<file path="src/design/tdi_pkg.sv">
`default_nettype none
package tdi_pkg;
    localparam int unsigned STAMP_W = 32;
    localparam int unsigned VALUE_W = 16;
    localparam int unsigned DELAY_W = 22;
    localparam int unsigned STEP_W  = 20;
    localparam int unsigned GAIN_W  = 16;
    localparam int unsigned DIV_W   = 32;

    localparam logic CFG_DELAY = 1'b0;
    localparam logic CFG_GAIN  = 1'b1;

    typedef enum logic [3:0] {
        S_IDLE,
        S_LATCH_OLD,
        S_RD_NEWEST,
        S_RD_WAIT,
        S_CHECK,
        S_MULT,
        S_DIV_START,
        S_DIV,
        S_LERP,
        S_GAIN,
        S_SAT,
        S_OUT
    } t_state;

    typedef struct packed {
        logic write;      // push sample, advance time
        logic rd_newest;  // issue read of newest
        logic rd_older;   // issue read of next older
        logic latch_new;  // capture read as newer
        logic latch_old;  // capture read as older
        logic step_back;  // older becomes newer
        logic mult;
        logic div_start;
        logic lerp;
        logic gain;
        logic sat;
    } t_cmd;

    typedef struct packed {
        logic more;       // an older entry remains
        logic found;      // latched older is old enough
        logic short_span;
        logic div_busy;
    } t_sts;
endpackage
`default_nettype wire

</file>
<file path="src/design/tdi_ctrl.sv">
`default_nettype none
module tdi_ctrl (
    input  wire logic           i_clk,
    input  wire logic           i_rst_n,
    input  wire logic           i_in_valid,
    output logic                o_in_ready,
    output logic                o_out_load,
    input  wire logic           i_out_free,
    input  wire tdi_pkg::t_sts  i_sts,
    output tdi_pkg::t_cmd       o_cmd
);
    import tdi_pkg::*;

    t_state r_state, n_state;

    always_ff @(posedge i_clk) begin
        if (!i_rst_n) begin
            r_state <= S_IDLE;
        end else begin
            r_state <= n_state;
        end
    end

    always_comb begin
        n_state = r_state;
        unique case (r_state)
            S_IDLE:      if (i_in_valid) n_state = S_RD_NEWEST;
            S_RD_NEWEST: n_state = S_RD_WAIT;
            S_RD_WAIT:   n_state = i_sts.more ? S_LATCH_OLD : S_GAIN;
            S_LATCH_OLD: n_state = S_CHECK;
            S_CHECK: begin
                if (i_sts.found) begin
                    n_state = i_sts.short_span ? S_GAIN : S_MULT;
                end else if (i_sts.more) begin
                    n_state = S_LATCH_OLD;
                end else begin
                    n_state = S_GAIN;
                end
            end
            S_MULT:      n_state = S_DIV_START;
            S_DIV_START: n_state = S_DIV;
            S_DIV:       if (!i_sts.div_busy) n_state = S_LERP;
            S_LERP:      n_state = S_GAIN;
            S_GAIN:      n_state = S_SAT;
            S_SAT:       n_state = S_OUT;
            S_OUT:       if (i_out_free) n_state = S_IDLE;
            default:     n_state = S_IDLE;
        endcase
    end

    // S_RD_WAIT: newest data ready; S_LATCH_OLD: next older data ready
    always_comb begin
        o_cmd      = '0;
        o_in_ready = 1'b0;
        o_out_load = 1'b0;
        unique case (r_state)
            S_IDLE: begin
                o_in_ready = 1'b1;
                o_cmd.write = i_in_valid;
            end
            S_RD_NEWEST: o_cmd.rd_newest = 1'b1;
            S_RD_WAIT: begin
                o_cmd.latch_new = 1'b1;
                o_cmd.rd_older  = i_sts.more;
            end
            S_LATCH_OLD: o_cmd.latch_old = 1'b1;
            S_CHECK: begin
                if (!i_sts.found && i_sts.more) begin
                    o_cmd.step_back = 1'b1;
                end
            end
            S_MULT:      o_cmd.mult = 1'b1;
            S_DIV_START: o_cmd.div_start = 1'b1;
            S_DIV:       ;
            S_LERP:      o_cmd.lerp = 1'b1;
            S_GAIN:      o_cmd.gain = 1'b1;
            S_SAT:       o_cmd.sat = 1'b1;
            S_OUT:       o_out_load = i_out_free;
            default:     ;
        endcase
    end
endmodule
`default_nettype wire

</file>
<file path="config.mk">
export PLATFORM = sky130hd
export DESIGN_NAME = tdi_ctrl
export DESIGN_NICKNAME = d
export VERILOG_FILES = /design/src/design/tdi_pkg.sv /design/src/design/tdi_ctrl.sv
export SDC_FILE = /design/constraint.sdc
export NUM_CORES = 1
export LEC_CHECK = 0
export BUFFER_PORTS_ARGS = -buffer_cell sky130_fd_sc_hd__buf_4
export CAP_MARGIN = 20
export CORE_UTILIZATION = 25
export CTS_BUF_LIST = sky130_fd_sc_hd__clkbuf_4 sky130_fd_sc_hd__clkbuf_8
export CTS_CLUSTER_DIAMETER = 100
export CTS_CLUSTER_SIZE = 25
export DETAILED_ROUTE_END_ITERATION = 12
export PLACE_DENSITY_LB_ADDON = 0.25
export SYNTH_ARGS = -nofsm -noshare
export SYNTH_HDL_FRONTEND = slang
export SYNTH_SLANG_ARGS = --single-unit
</file>
<file path="constraint.sdc">
create_clock -name i_clk -period 2.1 [get_ports i_clk]
set_clock_uncertainty 0.2 [all_clocks]
set_input_delay 0.42 -clock i_clk [delete_from_list [all_inputs] [get_ports i_clk]]
set_output_delay 0.42 -clock i_clk [all_outputs]
set_load 0.005 [all_outputs]
</file>
# ---- After elaboration in Yosys (flattened, before gate mapping)
# Index checks and enable logic that the tools add are counted.
dict set report totals {
  mem_bits_rw 0
  ff_bits 4
  n_memories 0
  word_cells 39
  latch_bits 0
  out_inout_bits 13
  rom_bits 0
  inputBits 8
}
dict set report classes {
  bitwise_logic 0
  eq_ne 14
  muxes 20
  magnitude_cmp 0
  n_addsub 0
  n_div 0
  shift 0
  multipliers 0
  reduce_logical 4
}
# operator n
set ops {}
lappend ops {{4-bit case mux with 12 select lines} 1}
lappend ops {{4-bit 2-to-1 mux} 6}
lappend ops {{4-bit by 3-bit equality test with 1-bit output (second input constant)} 4}
lappend ops {{4-bit equality test (second input constant)} 4}
lappend ops {{1-bit 2-to-1 mux} 12}
lappend ops {{4-bit by 2-bit equality test with 1-bit output (second input constant)} 2}
lappend ops {{2-bit inequality test (second input constant)} 3}
lappend ops {{4-bit by 1-bit equality test with 1-bit output (second input constant)} 1}
lappend ops {{4-bit zero test} 1}
lappend ops {{3-bit AND reduction} 1}
lappend ops {{2-bit 2-to-1 mux} 1}
lappend ops {{1-bit logical AND} 1}
lappend ops {{1-bit zero test} 1}

# ---- Depth between registers and ports, before layout
dict set report logic_depth {
  word_depth 4
  ltp_mapped 5
  depth_no_buf 4
}

# ---- Worst setup path after synthesis
# OpenSTA, ideal clock, no wires.
dict set report synth_timing {
  path_type {register -> output}
  from {register r_state[1]}
  to {output port o_cmd[5] (netlist bit)}
  setup_slack_ns 0.390
  stages_incl_launch_ff 4
  arrival_ns 1.090
  required_time_ns 1.480
  n_path_buf 1
  cell_sequence {dfxtp_1 > buf_4 > or4b_1 > nor2_1}
}
# item line
set synth_rtl {}
lappend synth_rtl {{start, declared} tdi_ctrl.sv:14} ;# t_state r_state, n_state;
lappend synth_rtl {{start signal, assigned} tdi_ctrl.sv:20} ;# r_state <= n_state;
lappend synth_rtl {{end, declared} tdi_ctrl.sv:10} ;# output tdi_pkg::t_cmd o_cmd

==> results.md <==
| Step | Result | This run |
|---|---|---|
| power | Leak | 0.293 nW |
| run | Max_cap viols | 0 |
| worst setup path | Data arrival, critical path | 1.41 ns |
| clock network | Clock tree sinks | 4 |
| final layout | Layout Area Growth over Synthesis | 45.7% |
| final layout | Register ranked first by flip-flop count | r_state |
| power | Sw Share | 0.337 |
| final layout | Layout Cell Area excl Fill | 654 um^2 |
| drt | Met1 wire length | 532 um |
| timing | Setup repair after global routing missed its margin | false |
| power | Comb power frac | 0.489 |
| power | Switching power | 0.132 mW |
| final layout | Most frequent cells in the layout | 25 x buf_4, 7 x nor3_1, 5 x nand2b_1, 5 x nand2_1 |
| worst setup path | CP required | 1.48 ns |
| timing | Setup violators final | 0 |
| synthesis | Flop and latch count out of synthesis | 4 |
| final layout | Final-stage net count | 92 |
| final layout | Max reg flops | 4 |
| clock network | Cell chosen for the clock root | clkbuf_4 |
| power | Cell-internal power | 0.260 mW |
| timing | Max_slew headroom | 0.818 |
| drt | Average wire per standard cell | 10.7 um |
| timing | Slew @ Worst Pin | 0.271 ns |
| drt | Total via count in the routed design | 506 |
| drt | DR WL met2 | 538 um |
| synthesis | Yosys cell types | 29 |
| global route | Initial antenna violation count | 0 |
| power | Sequential share of power | 0.266 |
| drt | DRC violation count after routing | 0 |
| floorplan | Standard cell core area | 0.00159 mm^2 |
| synthesis | Mean Syn Cell Area | 7.74 um^2 |
| global route | Global Route Usage Sum | 0.121 |
| drt | Sum of routed wire length over all layers | 1.14 mm |
| timing | Minimum clock period | 2.03 ns |
| floorplan | Die Span X | 44.4 um |
| placement | Half-perimeter wire length of the detailed placement result | 908 um |
| placement | Instance area at placement | 629 um^2 |
| global route | Largest net degree at the start of global routing | 12 |
| clock network | Number of buffers added by the clock tree synthesis step | 3 |
| synthesis | Synthesis warning total | 0 |
| drt | Post-route ant nets | 0 |
| drt | First-pass iteration count of the detailed router | 4 |
| global route | First-pass GRT wire length | 1.79 mm |
| timing | Total negative setup slack | 0 ns |
| power | Power per unit of standard cell area | 600 mW/mm^2 |
| worst setup path | Number of buffers and inverters on the critical path | 1 |
| global route | Via count of the first global-routing pass | 446 |
| drt | Starting DRT DRC Count | 20 |
| drt | Uppermost metal layer occupied by signal nets | met3 |
| floorplan | Effective utilization at floorplan | 0.282 |
| worst setup path | Worst Setup End Kind | output pin |
| hold path | Worst min-delay path class | in2reg |
| final layout | Most common cell after layout, fill and taps aside | buf_4 |
| power | Part of the power in the clock network | 0.245 |
| placement | Placer Congestion | 0.768 |
| synthesis | Asr flop ratio synth | 0 |
| final layout | Number of antenna diodes | 0 |
| floorplan | Std-Cell Rows | 14 |
| synthesis | Largest cells by area after synthesis | dfxtp_1 18%, nor3_1 7.8%, nand2b_1 7.0% |
| global route | Grt ovf | 0 |
| clock network | H-tree depth | 1 |
| drt | WL met3 | 66 um |
| synthesis | Number of enable-type register cells in the synthesized netlist | 0 |
| outcome | Outcome | finished, final reports clean |
| clock network | TritonCTS clock tree | yes |
| worst setup path | Maximum fanout encountered on the critical timing path | 8 |
| worst setup path | CP Cell Sequence | or4b_1, nor2_1, buf_4 |
| worst setup path | Critical path's slowest cell | or4b_1 |
| clock network | Maximum buffer depth of the clock tree | 2 |
| clock network | Number of buffers added for setup after CTS | 0 |
| power | Peak supply drop | 436 uV |
| drt | Per-cell via count in the routed design | 4.77 |
| floorplan | Floorplan die height | 44.4 um |
| worst setup path | CP peak stage delay | 0.58 ns |
| synthesis | Sequential-to-total area share from yosys stat | 0.178 |
| timing | Share of the cycle needed by the critical path after routing | 0.967 |
| timing | Final Max Tran Viols | 0 |
| worst setup path | Family of cells with the greatest summed delay on the critical path | simple AND/OR/NAND/NOR gates |
| timing | Fmax | 492 MHz |
| final layout | Proportion of layout cells with a drive suffix above 1 | 0.427 |
| synthesis | Synthesized netlist cell count | 58 |
| clock network | CTS clock-pin slew for the worst setup and hold paths | 0.03 ns |
| clock network | Worst-skew pair later-pin latency | 0.24 ns |
| placement | Number of buffers inserted by port buffering | 20 |
| final layout | Registers with the most flip-flops | r_state: 4 flops |
| synthesis | Area share of the leading cell type in the synthesized netlist | 0.178 |
| timing | Final count of hold timing violations | 0 |
| floorplan | Total Die Area | 0.00197 mm^2 |
| worst setup path | Crit start category | flop |
| synthesis | Netlist area before placement | 449 um^2 |
| floorplan | Boundary Pins | 21 |
| synthesis | Net Count, Synth | 66 |
| synthesis | Ys flop type | dfxtp_1 |
| synthesis | Top cell type by total area after synthesis | dfxtp_1 |
| worst setup path | Category of the most critical setup path | reg2out |
[cell usage after synthesis (all sizes together) (2+ instances only)]
cell type and number:
nor2 3, nand3b 2, o21bai 2, and2 3
inv 2, nor3 7, buf 4, or2b 2
nor2b 3, a21oi 2, nand2b 5, nand2 5
o22ai 2, dfxtp 4
[what timing repair did]
| action | in CTS | in global routing |
|---|---|---|
| pin swaps | 0 | 0 |
| resized for setup | 1 | 1 |
| setup endpoints to repair | 1 | 1 |
| hold buffers | 0 | 0 |
| hold endpoints to repair | 0 | 0 |
[worst paths after layout]
path	startpoint	endpoint	slack, ns	cells after the start
worst max-delay path	r_state[3]	o_cmd[5]	0.07	3
worst min-delay path	i_rst_n	r_state[2]	0.23	2
worst max register to register	r_state[3]	r_state[3]	0.46	4
worst min register to register	r_state[0]	r_state[2]	0.57	3
[power by group through the flow]
stage / clock (mW) / combinational (mW) / sequential (mW)
6_report: 0.0961 / 0.192 / 0.105
5_1_grt: 0.102 / 0.211 / 0.107
4_1_cts: 0.0981 / 0.193 / 0.104
3_5_place_dp: 0 / 0.192 / 0.104
3_3_place_gp: 0 / 0.193 / 0.104
2_1_floorplan: 0 / 0.126 / 0.0969
[per-layer routing]
metal	track usage	up-vias
met4	0.0364	0
met1	0.163	231
met5	0	-
li1	-	256
met3	0.0367	0
met2	0.185	19
[metrics by stage]
| step | setup WS [ns] | hold slack [ns] | power, mW | cells | util |
|---|---|---|---|---|---|
| 6_report | 0.0684 | 0.227 | 0.392 | 106 | 0.411 |
| 3_5_place_dp | 0.248 | 0.469 | 0.296 | 103 | 0.395 |
| 5_1_grt | 0.0212 | 0.236 | 0.420 | 106 | 0.411 |
| 3_3_place_gp | 0.268 | 0.466 | 0.297 | 103 | 0.395 |
| 4_1_cts | 0.0400 | 0.228 | 0.394 | 106 | 0.410 |
| 2_1_floorplan | 0.390 | 0.342 | 0.223 | 58 | - |
[cell type report]
cell class                 count  area [um^2]
fill                         164          940
multi-input combinational     48          324
timing repair buffer          25          188
sequential                     4         82.6
tap                           24         30.0
clock buffer                   3         22.5
inverter                       2         7.51
[cell families (layout without fill, tap and decap cells)]
group                     after synthesis  after routing  synth area share
AOI/OAI and AO/OA                      12             12             0.223
buffers and inverters                   6             30             0.100
DFF                                     4              4             0.178
xor gates and xnor gates                1              1            0.0195
and+or+nand+nor                        35             35             0.479
Note: power is estimated with default switching activity, not from simulation.
